**src/design/tqe_pkg.sv**
```systemverilog
// Shared codes and the controller/datapath command and status structs for the timer engine.
package tqe_pkg;

  localparam int TIME_W = 48;
  localparam int ID_W   = 32;
  localparam int IVL_W  = 32;
  localparam int DIV_CNT_W = 6;

  localparam logic [1:0] ACT_ADD    = 2'd0;
  localparam logic [1:0] ACT_CANCEL = 2'd1;
  localparam logic [1:0] ACT_TICK   = 2'd2;

  localparam logic [2:0] KIND_ADD_OK    = 3'd0;
  localparam logic [2:0] KIND_CANCELED  = 3'd1;
  localparam logic [2:0] KIND_EXPIRED   = 3'd2;
  localparam logic [2:0] KIND_TICK_DONE = 3'd3;
  localparam logic [2:0] KIND_ADD_FULL  = 3'd4;

  typedef struct packed {
    logic       load;
    logic       idx_clr;
    logic       idx_inc;
    logic       add_eval;
    logic       add_write;
    logic       cancel_eval;
    logic       due_eval;
    logic       pick_clr;
    logic       pick_eval;
    logic       pick_take;
    logic       drop;
    logic       div_start;
    logic       rearm_write;
    logic       min_clr;
    logic       min_eval;
    logic       emit;
    logic [2:0] kind;
    logic       with_add_id;
    logic       with_pick_id;
    logic       with_delay;
    logic       last;
  } cmd_t;

  typedef struct packed {
    logic idx_last;
    logic add_ok;
    logic pick_found;
    logic slot_due;
    logic slot_periodic;
    logic div_busy;
  } stat_t;

endpackage

```
**src/design/tqe_div.sv**
```systemverilog
// Bit-serial remainder unit: one dividend bit per cycle.
module tqe_div (
  input  logic                     clk,
  input  logic                     rst_n,
  input  logic                     start,
  input  logic [tqe_pkg::TIME_W-1:0] dividend,
  input  logic [tqe_pkg::IVL_W-1:0]  divisor,
  output logic                     busy,
  output logic [tqe_pkg::IVL_W-1:0]  rem
);
  import tqe_pkg::*;

  logic                 busy_r, busy_nxt;
  logic [DIV_CNT_W-1:0] cnt_r, cnt_nxt;
  logic [TIME_W-1:0]    dvd_r, dvd_nxt;
  logic [IVL_W-1:0]     dvs_r, dvs_nxt;
  logic [IVL_W-1:0]     rem_r, rem_nxt;
  logic [IVL_W:0]       rem_sh;
  logic [IVL_W:0]       rem_sub;

  always_comb begin
    rem_sh  = {rem_r, dvd_r[TIME_W-1]};
    rem_sub = rem_sh - {1'b0, dvs_r};
    busy_nxt = busy_r;
    cnt_nxt  = cnt_r;
    dvd_nxt  = dvd_r;
    dvs_nxt  = dvs_r;
    rem_nxt  = rem_r;
    if (start) begin
      busy_nxt = 1'b1;
      cnt_nxt  = DIV_CNT_W'(TIME_W - 1);
      dvd_nxt  = dividend;
      dvs_nxt  = divisor;
      rem_nxt  = '0;
    end else if (busy_r) begin
      dvd_nxt = {dvd_r[TIME_W-2:0], 1'b0};
      rem_nxt = (rem_sh >= {1'b0, dvs_r}) ? rem_sub[IVL_W-1:0] : rem_sh[IVL_W-1:0];
      cnt_nxt = cnt_r - 1'b1;
      if (cnt_r == '0) begin
        busy_nxt = 1'b0;
      end
    end
  end

  always_ff @(posedge clk) begin
    if (!rst_n) begin
      busy_r <= 1'b0;
      cnt_r  <= '0;
    end else begin
      busy_r <= busy_nxt;
      cnt_r  <= cnt_nxt;
    end
    dvd_r <= dvd_nxt;
    dvs_r <= dvs_nxt;
    rem_r <= rem_nxt;
  end

  assign busy = busy_r;
  assign rem  = rem_r;

endmodule

```
**src/design/tqe_dp.sv**
```systemverilog
// Timer table datapath: slot memories, scan index, search registers and result register.
module tqe_dp #(
  parameter int SLOTS = 16
) (
  input  logic                       clk,
  input  logic                       rst_n,
  input  tqe_pkg::cmd_t              cmd,
  output tqe_pkg::stat_t             stat,
  input  logic [tqe_pkg::TIME_W-1:0] in_now_ms,
  input  logic [31:0]                in_delay_ms,
  input  logic [tqe_pkg::IVL_W-1:0]  in_interval_ms,
  input  logic [tqe_pkg::ID_W-1:0]   in_cancel_id,
  output logic                       out_valid,
  output logic [2:0]                 out_kind,
  output logic [tqe_pkg::ID_W-1:0]   out_timer_id,
  output logic [tqe_pkg::TIME_W-1:0] out_next_delay_ms,
  output logic                       out_last
);
  import tqe_pkg::*;

  localparam int IW = $clog2(SLOTS);

  logic [TIME_W-1:0] dl_mem [SLOTS];
  logic [IVL_W-1:0]  iv_mem [SLOTS];
  logic [ID_W-1:0]   id_mem [SLOTS];
  logic [TIME_W-1:0] rd_dl_r;
  logic [IVL_W-1:0]  rd_iv_r;
  logic [ID_W-1:0]   rd_id_r;

  logic [SLOTS-1:0]  valid_r, valid_nxt;
  logic [SLOTS-1:0]  due_r, due_nxt;
  logic [IW-1:0]     idx_r, idx_nxt;

  logic [TIME_W-1:0] now_r, dl_r;
  logic [IVL_W-1:0]  ivl_r;
  logic [ID_W-1:0]   cid_r;
  logic [ID_W-1:0]   next_id_r, next_id_nxt;
  logic [ID_W-1:0]   add_id_r, add_id_nxt;

  logic              free_found_r, free_found_nxt;
  logic [IW-1:0]     free_r, free_nxt;
  logic              dup_r, dup_nxt;

  logic              pk_found_r, pk_found_nxt;
  logic [TIME_W-1:0] pk_dl_r, pk_dl_nxt;
  logic [ID_W-1:0]   pk_id_r, pk_id_nxt;
  logic [IW-1:0]     pk_idx_r, pk_idx_nxt;

  logic              min_any_r, min_any_nxt;
  logic [TIME_W-1:0] min_dl_r, min_dl_nxt;

  logic              out_valid_r;
  logic [2:0]        out_kind_r;
  logic [ID_W-1:0]   out_id_r, out_id_nxt;
  logic [TIME_W-1:0] out_delay_r, out_delay_nxt;
  logic              out_last_r;

  logic [TIME_W:0]   add_sum;
  logic [TIME_W-1:0] add_dl;
  logic              slot_v;
  logic              slot_due;
  logic              div_busy;
  logic [IVL_W-1:0]  div_rem;
  logic [TIME_W-1:0] rearm_base;
  logic [TIME_W:0]   rearm_sum;
  logic [TIME_W-1:0] rearm_dl;
  logic [TIME_W-1:0] next_delay;

  assign add_sum = {1'b0, in_now_ms} + {{(TIME_W-31){1'b0}}, in_delay_ms};
  assign add_dl  = add_sum[TIME_W] ? '1 : add_sum[TIME_W-1:0];

  assign slot_v   = valid_r[idx_r];
  assign slot_due = slot_v && (rd_dl_r <= now_r);

  // The new deadline is the old deadline plus the fewest whole intervals that put it past now.
  assign rearm_base = now_r - {{(TIME_W-IVL_W){1'b0}}, div_rem};
  assign rearm_sum  = {1'b0, rearm_base} + {{(TIME_W-IVL_W+1){1'b0}}, rd_iv_r};
  assign rearm_dl   = rearm_sum[TIME_W] ? '1 : rearm_sum[TIME_W-1:0];

  always_comb begin
    if (!min_any_r) begin
      next_delay = '0;
    end else if (min_dl_r <= now_r) begin
      next_delay = TIME_W'(1);
    end else begin
      next_delay = min_dl_r - now_r;
    end
  end

  tqe_div u_div (
    .clk      (clk),
    .rst_n    (rst_n),
    .start    (cmd.div_start),
    .dividend (now_r - rd_dl_r),
    .divisor  (rd_iv_r),
    .busy     (div_busy),
    .rem      (div_rem)
  );

  always_comb begin
    idx_nxt        = idx_r;
    valid_nxt      = valid_r;
    due_nxt        = due_r;
    next_id_nxt    = next_id_r;
    add_id_nxt     = add_id_r;
    free_found_nxt = free_found_r;
    free_nxt       = free_r;
    dup_nxt        = dup_r;
    pk_found_nxt   = pk_found_r;
    pk_dl_nxt      = pk_dl_r;
    pk_id_nxt      = pk_id_r;
    pk_idx_nxt     = pk_idx_r;
    min_any_nxt    = min_any_r;
    min_dl_nxt     = min_dl_r;
    out_id_nxt     = '0;
    out_delay_nxt  = '0;

    if (cmd.idx_clr) begin
      idx_nxt = '0;
    end else if (cmd.idx_inc) begin
      idx_nxt = idx_r + 1'b1;
    end
    if (cmd.load) begin
      free_found_nxt = 1'b0;
      dup_nxt        = 1'b0;
    end
    if (cmd.add_eval) begin
      if (!slot_v && !free_found_r) begin
        free_found_nxt = 1'b1;
        free_nxt       = idx_r;
      end
      if (slot_v && rd_dl_r == dl_r && rd_id_r == next_id_r) begin
        dup_nxt = 1'b1;
      end
    end
    if (cmd.add_write) begin
      if (free_found_r || dup_r) begin
        add_id_nxt  = next_id_r;
        next_id_nxt = next_id_r + 1'b1;
        if (!dup_r) begin
          valid_nxt[free_r] = 1'b1;
        end
      end else begin
        add_id_nxt = '0;
      end
    end
    if (cmd.cancel_eval && slot_v && rd_id_r == cid_r) begin
      valid_nxt[idx_r] = 1'b0;
    end
    if (cmd.due_eval) begin
      due_nxt[idx_r] = slot_due;
    end
    if (cmd.pick_clr) begin
      pk_found_nxt = 1'b0;
    end
    if (cmd.pick_eval && due_r[idx_r]) begin
      if (!pk_found_r || rd_dl_r < pk_dl_r || (rd_dl_r == pk_dl_r && rd_id_r < pk_id_r)) begin
        pk_found_nxt = 1'b1;
        pk_dl_nxt    = rd_dl_r;
        pk_id_nxt    = rd_id_r;
        pk_idx_nxt   = idx_r;
      end
    end
    if (cmd.pick_take) begin
      due_nxt[pk_idx_r] = 1'b0;
    end
    if (cmd.drop) begin
      valid_nxt[idx_r] = 1'b0;
    end
    if (cmd.min_clr) begin
      min_any_nxt = 1'b0;
    end
    if (cmd.min_eval && slot_v && (!min_any_r || rd_dl_r < min_dl_r)) begin
      min_any_nxt = 1'b1;
      min_dl_nxt  = rd_dl_r;
    end
    if (cmd.with_add_id) begin
      out_id_nxt = add_id_r;
    end else if (cmd.with_pick_id) begin
      out_id_nxt = pk_id_r;
    end
    if (cmd.with_delay) begin
      out_delay_nxt = next_delay;
    end
  end

  always_ff @(posedge clk) begin
    if (cmd.add_write && free_found_r && !dup_r) begin
      dl_mem[free_r] <= dl_r;
      iv_mem[free_r] <= ivl_r;
      id_mem[free_r] <= next_id_r;
    end else if (cmd.rearm_write) begin
      dl_mem[idx_r] <= rearm_dl;
    end
    rd_dl_r <= dl_mem[idx_r];
    rd_iv_r <= iv_mem[idx_r];
    rd_id_r <= id_mem[idx_r];
  end

  always_ff @(posedge clk) begin
    if (!rst_n) begin
      valid_r     <= '0;
      next_id_r   <= '0;
      out_valid_r <= 1'b0;
    end else begin
      valid_r     <= valid_nxt;
      next_id_r   <= next_id_nxt;
      out_valid_r <= cmd.emit;
    end
    idx_r        <= idx_nxt;
    due_r        <= due_nxt;
    add_id_r     <= add_id_nxt;
    free_found_r <= free_found_nxt;
    free_r       <= free_nxt;
    dup_r        <= dup_nxt;
    pk_found_r   <= pk_found_nxt;
    pk_dl_r      <= pk_dl_nxt;
    pk_id_r      <= pk_id_nxt;
    pk_idx_r     <= pk_idx_nxt;
    min_any_r    <= min_any_nxt;
    min_dl_r     <= min_dl_nxt;
    if (cmd.load) begin
      now_r <= in_now_ms;
      dl_r  <= add_dl;
      ivl_r <= in_interval_ms;
      cid_r <= in_cancel_id;
    end
    if (cmd.emit) begin
      out_kind_r  <= cmd.kind;
      out_id_r    <= out_id_nxt;
      out_delay_r <= out_delay_nxt;
      out_last_r  <= cmd.last;
    end
  end

  assign stat.idx_last      = (idx_r == IW'(SLOTS - 1));
  assign stat.add_ok        = free_found_r || dup_r;
  assign stat.pick_found    = pk_found_r;
  assign stat.slot_due      = slot_due;
  assign stat.slot_periodic = (rd_iv_r != '0);
  assign stat.div_busy      = div_busy;

  assign out_valid         = out_valid_r;
  assign out_kind          = out_kind_r;
  assign out_timer_id      = out_id_r;
  assign out_next_delay_ms = out_delay_r;
  assign out_last          = out_last_r;

endmodule

```
**src/design/tqe_ctrl.sv**
```systemverilog
// Controller state machine that sequences the slot scans of add, cancel and tick.
module tqe_ctrl (
  input  logic           clk,
  input  logic           rst_n,
  input  logic           start,
  input  logic [1:0]     in_action,
  output logic           busy,
  input  tqe_pkg::stat_t stat,
  output tqe_pkg::cmd_t  cmd
);
  import tqe_pkg::*;

  typedef enum logic [18:0] {
    S_IDLE = 19'h00001,
    S_A_RD = 19'h00002,
    S_A_EV = 19'h00004,
    S_A_WR = 19'h00008,
    S_C_RD = 19'h00010,
    S_C_EV = 19'h00020,
    S_C_OUT = 19'h00040,
    S_T_RD = 19'h00080,
    S_T_EV = 19'h00100,
    S_P_RD = 19'h00200,
    S_P_EV = 19'h00400,
    S_P_CHK = 19'h00800,
    S_R_RD = 19'h01000,
    S_R_EV = 19'h02000,
    S_R_DIV = 19'h04000,
    S_R_WR = 19'h08000,
    S_M_RD = 19'h10000,
    S_M_EV = 19'h20000,
    S_M_OUT = 19'h40000
  } state_t;

  state_t     state_r, state_nxt;
  logic [2:0] kind_r, kind_nxt;

  always_comb begin
    state_nxt = state_r;
    kind_nxt  = kind_r;
    cmd       = '0;
    case (state_r)
      S_IDLE: begin
        if (start) begin
          cmd.load    = 1'b1;
          cmd.idx_clr = 1'b1;
          case (in_action)
            ACT_ADD:    state_nxt = S_A_RD;
            ACT_CANCEL: state_nxt = S_C_RD;
            ACT_TICK:   state_nxt = S_T_RD;
            default:    state_nxt = S_IDLE;
          endcase
        end
      end
      S_A_RD: state_nxt = S_A_EV;
      S_A_EV: begin
        cmd.add_eval = 1'b1;
        if (stat.idx_last) begin
          state_nxt = S_A_WR;
        end else begin
          cmd.idx_inc = 1'b1;
          state_nxt   = S_A_RD;
        end
      end
      S_A_WR: begin
        cmd.add_write = 1'b1;
        cmd.idx_clr   = 1'b1;
        cmd.min_clr   = 1'b1;
        kind_nxt      = stat.add_ok ? KIND_ADD_OK : KIND_ADD_FULL;
        state_nxt     = S_M_RD;
      end
      S_C_RD: state_nxt = S_C_EV;
      S_C_EV: begin
        cmd.cancel_eval = 1'b1;
        if (stat.idx_last) begin
          state_nxt = S_C_OUT;
        end else begin
          cmd.idx_inc = 1'b1;
          state_nxt   = S_C_RD;
        end
      end
      S_C_OUT: begin
        cmd.emit  = 1'b1;
        cmd.kind  = KIND_CANCELED;
        cmd.last  = 1'b1;
        state_nxt = S_IDLE;
      end
      S_T_RD: state_nxt = S_T_EV;
      S_T_EV: begin
        cmd.due_eval = 1'b1;
        if (stat.idx_last) begin
          cmd.idx_clr  = 1'b1;
          cmd.pick_clr = 1'b1;
          state_nxt    = S_P_RD;
        end else begin
          cmd.idx_inc = 1'b1;
          state_nxt   = S_T_RD;
        end
      end
      S_P_RD: state_nxt = S_P_EV;
      S_P_EV: begin
        cmd.pick_eval = 1'b1;
        if (stat.idx_last) begin
          state_nxt = S_P_CHK;
        end else begin
          cmd.idx_inc = 1'b1;
          state_nxt   = S_P_RD;
        end
      end
      S_P_CHK: begin
        cmd.idx_clr = 1'b1;
        if (stat.pick_found) begin
          cmd.pick_take    = 1'b1;
          cmd.pick_clr     = 1'b1;
          cmd.emit         = 1'b1;
          cmd.kind         = KIND_EXPIRED;
          cmd.with_pick_id = 1'b1;
          state_nxt        = S_P_RD;
        end else begin
          state_nxt = S_R_RD;
        end
      end
      S_R_RD: state_nxt = S_R_EV;
      S_R_EV: begin
        if (stat.slot_due && stat.slot_periodic) begin
          cmd.div_start = 1'b1;
          state_nxt     = S_R_DIV;
        end else begin
          cmd.drop = stat.slot_due;
          if (stat.idx_last) begin
            cmd.idx_clr = 1'b1;
            cmd.min_clr = 1'b1;
            kind_nxt    = KIND_TICK_DONE;
            state_nxt   = S_M_RD;
          end else begin
            cmd.idx_inc = 1'b1;
            state_nxt   = S_R_RD;
          end
        end
      end
      S_R_DIV: begin
        if (!stat.div_busy) begin
          state_nxt = S_R_WR;
        end
      end
      S_R_WR: begin
        cmd.rearm_write = 1'b1;
        if (stat.idx_last) begin
          cmd.idx_clr = 1'b1;
          cmd.min_clr = 1'b1;
          kind_nxt    = KIND_TICK_DONE;
          state_nxt   = S_M_RD;
        end else begin
          cmd.idx_inc = 1'b1;
          state_nxt   = S_R_RD;
        end
      end
      S_M_RD: state_nxt = S_M_EV;
      S_M_EV: begin
        cmd.min_eval = 1'b1;
        if (stat.idx_last) begin
          state_nxt = S_M_OUT;
        end else begin
          cmd.idx_inc = 1'b1;
          state_nxt   = S_M_RD;
        end
      end
      S_M_OUT: begin
        cmd.emit        = 1'b1;
        cmd.kind        = kind_r;
        cmd.with_add_id = (kind_r == KIND_ADD_OK);
        cmd.with_delay  = 1'b1;
        cmd.last        = 1'b1;
        state_nxt       = S_IDLE;
      end
      default: state_nxt = S_IDLE;
    endcase
  end

  always_ff @(posedge clk) begin
    if (!rst_n) begin
      state_r <= S_IDLE;
    end else begin
      state_r <= state_nxt;
    end
    kind_r <= kind_nxt;
  end

  assign busy = (state_r != S_IDLE);

endmodule

```
**src/design/timer_queue_expiry_engine.sv**
```systemverilog
// Top level of the timer queue expiry engine.
// A word is taken when start is high and busy is low; results appear one per
// strobe on out_valid and must be taken in that cycle, since the receiver cannot
// stall. Every operation walks all SLOTS entries through one registered memory
// read port, with a read state and an evaluate state per slot. Add scans for a
// free slot and then for the next delay; cancel scans once. A tick makes the due
// scan, one search per expired timer plus one more empty search, a re-arm scan
// that re-arms due periodic timers via the serial remainder unit and drops due
// one-shots, and the final next-delay search. Reset empties the table at once.
module timer_queue_expiry_engine #(
  parameter int SLOTS = 16
) (
  input  logic        clk,
  input  logic        rst_n,
  input  logic        start,
  output logic        busy,
  input  logic [1:0]  in_action,
  input  logic [47:0] in_now_ms,
  input  logic [31:0] in_delay_ms,
  input  logic [31:0] in_interval_ms,
  input  logic [31:0] in_cancel_id,
  output logic        out_valid,
  output logic [2:0]  out_kind,
  output logic [31:0] out_timer_id,
  output logic [47:0] out_next_delay_ms,
  output logic        out_last
);
  import tqe_pkg::*;

  cmd_t  cmd;
  stat_t stat;

  tqe_ctrl u_ctrl (
    .clk       (clk),
    .rst_n     (rst_n),
    .start     (start),
    .in_action (in_action),
    .busy      (busy),
    .stat      (stat),
    .cmd       (cmd)
  );

  tqe_dp #(.SLOTS(SLOTS)) u_dp (
    .clk               (clk),
    .rst_n             (rst_n),
    .cmd               (cmd),
    .stat              (stat),
    .in_now_ms         (in_now_ms),
    .in_delay_ms       (in_delay_ms),
    .in_interval_ms    (in_interval_ms),
    .in_cancel_id      (in_cancel_id),
    .out_valid         (out_valid),
    .out_kind          (out_kind),
    .out_timer_id      (out_timer_id),
    .out_next_delay_ms (out_next_delay_ms),
    .out_last          (out_last)
  );

  // No result can appear in the cycle right after a word is taken.
  assert property (@(posedge clk) disable iff (!rst_n)
    start && !busy |=> !out_valid)
    else $error("result too soon after accept");

  // The final result of a word is followed by a quiet cycle.
  assert property (@(posedge clk) disable iff (!rst_n)
    out_valid && out_last |=> !out_valid)
    else $error("result after final result");

  // While idle, only the final result of the previous word can be showing.
  assert property (@(posedge clk) disable iff (!rst_n)
    !busy && out_valid |-> out_last)
    else $error("partial result while idle");

  // Expiry results never close a tick.
  assert property (@(posedge clk) disable iff (!rst_n)
    out_valid && out_kind == KIND_EXPIRED |-> !out_last && out_next_delay_ms == '0)
    else $error("malformed expiry result");

endmodule
```
**config.mk**
```make
export PLATFORM = sky130hd
export DESIGN_NAME = timer_queue_expiry_engine
export DESIGN_NICKNAME = d
export VERILOG_FILES = /design/src/design/tqe_pkg.sv /design/src/design/tqe_div.sv /design/src/design/tqe_dp.sv /design/src/design/tqe_ctrl.sv /design/src/design/timer_queue_expiry_engine.sv
export SDC_FILE = /design/constraint.sdc
export NUM_CORES = 2
export LEC_CHECK = 0
export ABC_AREA = 1
export BUFFER_PORTS_ARGS = -buffer_cell sky130_fd_sc_hd__buf_2
export CAP_MARGIN = 10
export CORE_MARGIN = 5
export CORE_UTILIZATION = 61
export CTS_BUF_LIST = sky130_fd_sc_hd__clkbuf_8
export CTS_CLUSTER_DIAMETER = 40
export DETAILED_ROUTE_END_ITERATION = 16
export PLACE_DENSITY = 0.78
export SLEW_MARGIN = 20
export SYNTH_ARGS = -nofsm -noshare
export SYNTH_HDL_FRONTEND = slang
export SYNTH_SLANG_ARGS = --single-unit
export TNS_END_PERCENT = 1
```
**constraint.sdc**
```tcl
create_clock -name clk -period 18 [get_ports clk]
set_input_delay 3.6 -clock clk [delete_from_list [all_inputs] [get_ports clk]]
set_output_delay 3.6 -clock clk [all_outputs]
set_load 0.1 [all_outputs]
```
After elaboration in Yosys (flattened, before gate mapping)
Memory sizes are Yosys's and may differ from the RTL's. A register that Yosys moved wholly into a read port is not among the register bits.
Cells that the tools add are included.

cells by class
  $add $sub $neg = 9
  order comparisons = 12
  equal/unequal tests = 30
  mux-type cells = 90
  bitwise logic cells = 9
  reduce and logical (&&, ||, !) cells = 44

operator list
  kind                                                  count
  case mux 19 bit (17 select lines)                     1
  2-to-1 mux 48 bit                                     4
  2-to-1 mux 16 bit                                     7
  adder 48 x 32 -> 49 bit                               2
  equality test 48 bit                                  2
  <= comparator 48 bit                                  2
  less-than comparator 48 bit                           2
  2-to-1 mux 32 bit                                     3
  subtractor 48 bit                                     2
  equality test 32 bit                                  2
  2-to-1 mux 19 bit                                     3
  bitwise AND 16 bit                                    3
  OR reduction 48 bit                                   1
  subtractor 48 x 32 -> 48 bit                          1
  2-to-1 mux 1 bit                                      42
  2-to-1 mux 17 bit                                     2
  greater-or-equal comparator 33 x 32 -> 1 bit          1
  adder 32 x 1 -> 32 bit, second input constant         1
  less-than comparator 32 bit                           1
  inverter 16 bit                                       2
  nonzero test 32 bit                                   1
  subtractor 32 bit                                     1
  case mux 8 bit (3 select lines)                       1
  equality test 19 x 1 -> 1 bit, second input constant  1
  other kinds (57)                                      106

word-level totals
  register bits after elaboration = 626
  memory bits (writable) = 1792
  word-level logic and storage cells = 229
  memories = 3

memory list
  name         depth  bits a word  read ports  clocked after Yosys merged registers in  write ports  RTL line      text
  u_dp.dl_mem  16     48           1           1                                        1            tqe_dp.sv:23  logic [TIME_W-1:0] dl_mem [SLOTS];
  u_dp.id_mem  16     32           1           1                                        1            tqe_dp.sv:25  logic [ID_W-1:0] id_mem [SLOTS];
  u_dp.iv_mem  16     32           1           1                                        1            tqe_dp.sv:24  logic [IVL_W-1:0] iv_mem [SLOTS];

Logic depth before layout (Yosys ltp)
  word-level depth = 12
  depth in mapped cells = 29
  mapped depth without buffers = 29

Cells and area by module
A second synthesis with hierarchy kept.

unflattened totals
  cell total of the unflattened synthesis = 11062
  area, all modules = 116419.2 um^2

by module, submodules not included
  module    times used  cells each  area each (um^2)
  tqe_dp    1           9782        107345.5
  tqe_div   1           1069        7604.8
  tqe_ctrl  1           211         1468.9

Worst setup path after synthesis
No wires, ideal clock.

  path kind = in2reg
  from = in start
  to = reg u_dp.idx_r[0]
  arrival = 10.850 ns
  data required time = 17.872 ns
  setup slack = 7.022 ns
  stages on the path = 5
  path through = inv_1 nor2_1 nor2_1 nand3_1 a21oi_1

on the way
  word-level cells in the longest chain between the ends = 2

ends and longest elaborated chain
  what                             RTL line                         text
  from (decl)                      timer_queue_expiry_engine.sv:15  input logic start,
  2-to-1 mux 2 bit                 tqe_ctrl.sv:44                   if (start) begin
  case mux 1 bit (4 select lines)  tqe_ctrl.sv:42                   case (state_r)
  to (signal assigned)             tqe_dp.sv:210                    idx_r <= idx_nxt;
  to (decl)                        tqe_dp.sv:32                     logic [IW-1:0] idx_r, idx_nxt;

Every way passes these cells.
A chain may end at the register's enable or synchronous reset.

Worst setup path in the final report
  from = reg u_ctrl.state_r[15]
  to = out busy

on the way
  word-level cells in the longest chain between the ends = 1

ends and longest elaborated chain
  what                     RTL line                         text
  from (decl)              tqe_ctrl.sv:35                   state_t state_r, state_nxt;
  from (signal assigned)   tqe_ctrl.sv:184                  state_r <= state_nxt;
  != test 19 x 1 -> 1 bit  tqe_ctrl.sv:189                  assign busy = (state_r != S_IDLE);
  to (decl)                timer_queue_expiry_engine.sv:16  output logic busy,

Every way passes these cells.

==> qor.yml <==
drtPass1Iterations: 9
synthMuxAreaShare: 0
layout.nets: 11516
cts-resized-gates: 0
cts_tree: "built"
avgRoutedWirePerCell_um: 26.6
insertion_delay_ps: 1150
dpl.hpwl_mm: 238
synth_edf_count: 2286
drv_slew: 0
cts-root-buf: "clkbuf_8"
synth_top_family_by_area: "simple AND/OR/NAND/NOR gates"
crit_chain: "nor2_2 -> nand2_1 -> nor2_2 -> nand2_2 -> nor2_1 -> inv_1 -> buf_2"
synthArstFlopShare: 0
grtUsageMet1: 0.514
wirelength_mm: 368
drc: 0
crit_top_cell: "nor2_2"
cp.required_ps: 14400
post-route-min-period_ps: 6490
critical_path.top_delay_family: "simple AND/OR/NAND/NOR gates"
ir_worst_vdd_v: 0.000120
crit_slowest_cell: "nor2_1"
core_area_um2: 187000
syn_avg_cell_area_um2: 10.8
clockBufferDepth: 4
die_x_um: 444
grt_overflow: 0
crit_buf_inv: 2
gp_congestion: 1.02
cp.arrival_ps: 2890
drive_gt1_frac: 0.0996
htreeDepth: 5
synth_cell_types: 69
timing.final.crit_share: 0.360
synth_fa_ha_area_frac: 0.0402
row_count: 159
grt_first_pass_wirelength_mm: 529
max_freq_ghz: 0.154
cts_setup_buffers: 0
ys_seq_area_frac: 0.641
avgViaCountPerCell: 6.27
critical_path_peak_fanout: 5
yosys.area_share.simple: 0.135
hold_viol_final: 0
place_inst: 13075
synth-compound-area-share: 0.118
finClkSkew_ps: 150
final.setup.tns_ps: 0
cap_violations: 0
ys_warn_count: 0
crit_path_end_kind: "output pin"
grt_max_degree: 237
mostFrequentLayoutCells: "edfxtp_1 (2286), nand2_1 (1518), nor2_1 (1426)"
gr-usage-met3: 0.0826
area_growth_pct: 10.6
synth_flop_cell: "edfxtp_1"
worstSetupPathType: "flop to output pin"
antenna_found_initial: 22
max_stage_delay_ps: 340
pwr_density_cell_nw_per_um2: 104
final_common_cell: "edfxtp_1"
synthXorXnorAreaFrac: 0.0203
rsz0062_at_grt: "no"
syn_inst: 10643
vias: 86913
ant_nets: 0
syn_area_um2: 115000
dieArea_um2: 197000
use_met2: 0.551
status: "finished, final reports clean"
busiest_layer: "met2"
relSlewSlack: 0.242
cts_buffers: 417
worst_pin_slew_ps: 1130
synth_nets: 11157
drt_iter0_drc: 12118
io_buffers: 234
cts_sinks: 2529
cts.clk_slew.worst_paths_ps: 60
p_leak_nw: 47.2
grt_util_all_layers: 0.362
cts-hold-fix-buffers: 0
die_h_um: 444
hold_class: "flop to flop"
ys_ff_latch: 2529
cp-start-kind: "flop"
pin_count: 235
start_util: 0.612
num-fill-cells: 13906
grt_pass1_vias: 82171
setup_viol_count_final: 0
final_cells: 13852
## Yosys cell counts (7+ instances only)
| cell type | number | area (um2) |
|---|---|---|
| a31oi_1 | 70 | 438 |
| nor4_1 | 44 | 275 |
| o221ai_1 | 10 | 87.6 |
| dfxtp_1 | 243 | 4860 |
| o211ai_1 | 19 | 143 |
| o21bai_1 | 22 | 165 |
| a32o_1 | 7 | 70.1 |
| xnor2_1 | 144 | 1260 |
| nor2_2 | 31 | 194 |
| edfxtp_1 | 2286 | 68600 |
| buf_6 | 10 | 113 |
| a21oi_1 | 425 | 2130 |
| ha_1 | 359 | 4490 |
| nand4_1 | 206 | 1290 |
| nor3_1 | 94 | 470 |
| a22oi_2 | 18 | 225 |
| a21boi_0 | 9 | 67.6 |
| a211oi_1 | 10 | 75.1 |
| a21o_1 | 24 | 180 |
| buf_1 | 17 | 63.8 |
| nand2_1 | 1518 | 5700 |
| buf_2 | 25 | 125 |
| nand2_2 | 18 | 113 |
| a221oi_1 | 17 | 149 |
| nor2_1 | 1467 | 5510 |
| xor2_1 | 122 | 1070 |
| o2111ai_1 | 8 | 70.1 |
| nand3_1 | 266 | 1330 |
| inv_2 | 12 | 45.0 |
| or2_2 | 30 | 188 |
| o22ai_1 | 473 | 2960 |
| o21ai_0 | 1186 | 5940 |
| nand3_2 | 8 | 80.1 |
| clkbuf_1 | 377 | 1420 |
| inv_1 | 918 | 3450 |
| o21a_1 | 21 | 158 |
| a2bb2oi_2 | 18 | 270 |
| o21ai_1 | 30 | 150 |
## per-layer routing
| layer | vias to the layer above | wire, um |
|---|---|---|
| li1 | 38545 | - |
| met1 | 42003 | 144000 |
| met2 | 5523 | 165000 |
| met3 | 826 | 44300 |
| met4 | 16 | 15100 |
| met5 | - | 102 |
## cell families (layout without fill, tap and decap cells)
| logic type | after synthesis | after routing |
|---|---|---|
| other cells | 0 | 18 |
| xor+xnor | 266 | 266 |
| fa+ha+maj | 365 | 365 |
| buf+inv | 1360 | 2056 |
| flops | 2529 | 2529 |
| simple gates | 3720 | 3720 |
| compound gates | 2403 | 2403 |
## sequential cells by signal (all words and copies together) (netlist names), 19 cells and up
signal and count:
u_dp.dl_mem 768, u_dp.id_mem 512, u_dp.iv_mem 512, u_dp.dl_r 48
u_dp.min_dl_r 48, u_dp.now_r 48, u_dp.out_next_delay_ms 48, u_dp.pk_dl_r 48
u_dp.rd_dl_r 48, u_dp.u_div.dvd_r 48, u_dp.add_id_r 32, u_dp.cid_r 32
u_dp.ivl_r 32, u_dp.next_id_r 32, u_dp.out_timer_id 32, u_dp.pk_id_r 32
u_dp.rd_id_r 32, u_dp.rd_iv_r 32, u_dp.u_div.dvs_r 32, u_dp.u_div.rem 32
u_ctrl.state_r 19
## power breakdown
group          internal [W]  leakage, nW  total, W  switching (W)
combinational      0.000460         20.2   0.00163        0.00117
sequential          0.00654         22.3   0.00671       0.000169
clock               0.00254         4.69   0.00480        0.00226
total               0.00955         47.2    0.0131        0.00359
## worst reg2reg max path, stage by stage (launching register included)
cell and delay [ps]:
edfxtp_1 850, ha_1 400, nand3_1 100, nand3_1 190, nand2_1 110, nand2_1 100, a21oi_1 290, o21ai_1 190
xor2_1 370, ha_1 360, a21o_1 200, o21bai_1 170, a21oi_1 120, nand2_1 160, nand4_1 110, nand2_1 170
nand4_1 160, nor2_2 80, a21oi_4 430, buf_4 590, nand3_1 140, nand2_1 260, inv_1 270
## final timing paths
path,startpoint,end,slack [ps],depth (start not counted)
max,u_ctrl.state_r[15],busy,11510,7
min,u_dp.min_any_r,u_dp.min_any_r,480,2
max reg2reg,u_dp.now_r[1],u_dp.dl_mem[1][43],11870,22
min reg2reg,u_dp.min_any_r,u_dp.min_any_r,480,2
## layout make-up
| type | instances | area (um2) | share of cell area |
|---|---|---|---|
| well taps | 2495 | 3120 | 0.0246 |
| repair buffers | 369 | 2330 | 0.0184 |
| multi-input cells | 6754 | 36400 | 0.287 |
| clock inverters | 296 | 1630 | 0.0129 |
| inverters | 931 | 3510 | 0.0277 |
| diodes | 18 | 45.0 | 0.000355 |
| flip-flops and latches | 2529 | 73500 | 0.579 |
| clock buffers | 460 | 6330 | 0.0499 |
## through the flow
stage / utilization / hold WS [ps] / worst slack (ps) / power [W] / instance area (um2)
finish: 0.677 / 480 / 11510 / 0.0131 / 127000
global route: 0.677 / 508 / 11360 / 0.0136 / 127000
CTS: 0.676 / 479 / 11510 / 0.0131 / 127000
detailed placement: 0.634 / 471 / 11130 / 0.00841 / 119000
global placement: 0.634 / 456 / 11180 / 0.00839 / 119000
floorplan: - / 424 / 7020 / 0.00776 / 115000
Power figures use the tool's default switching activity.
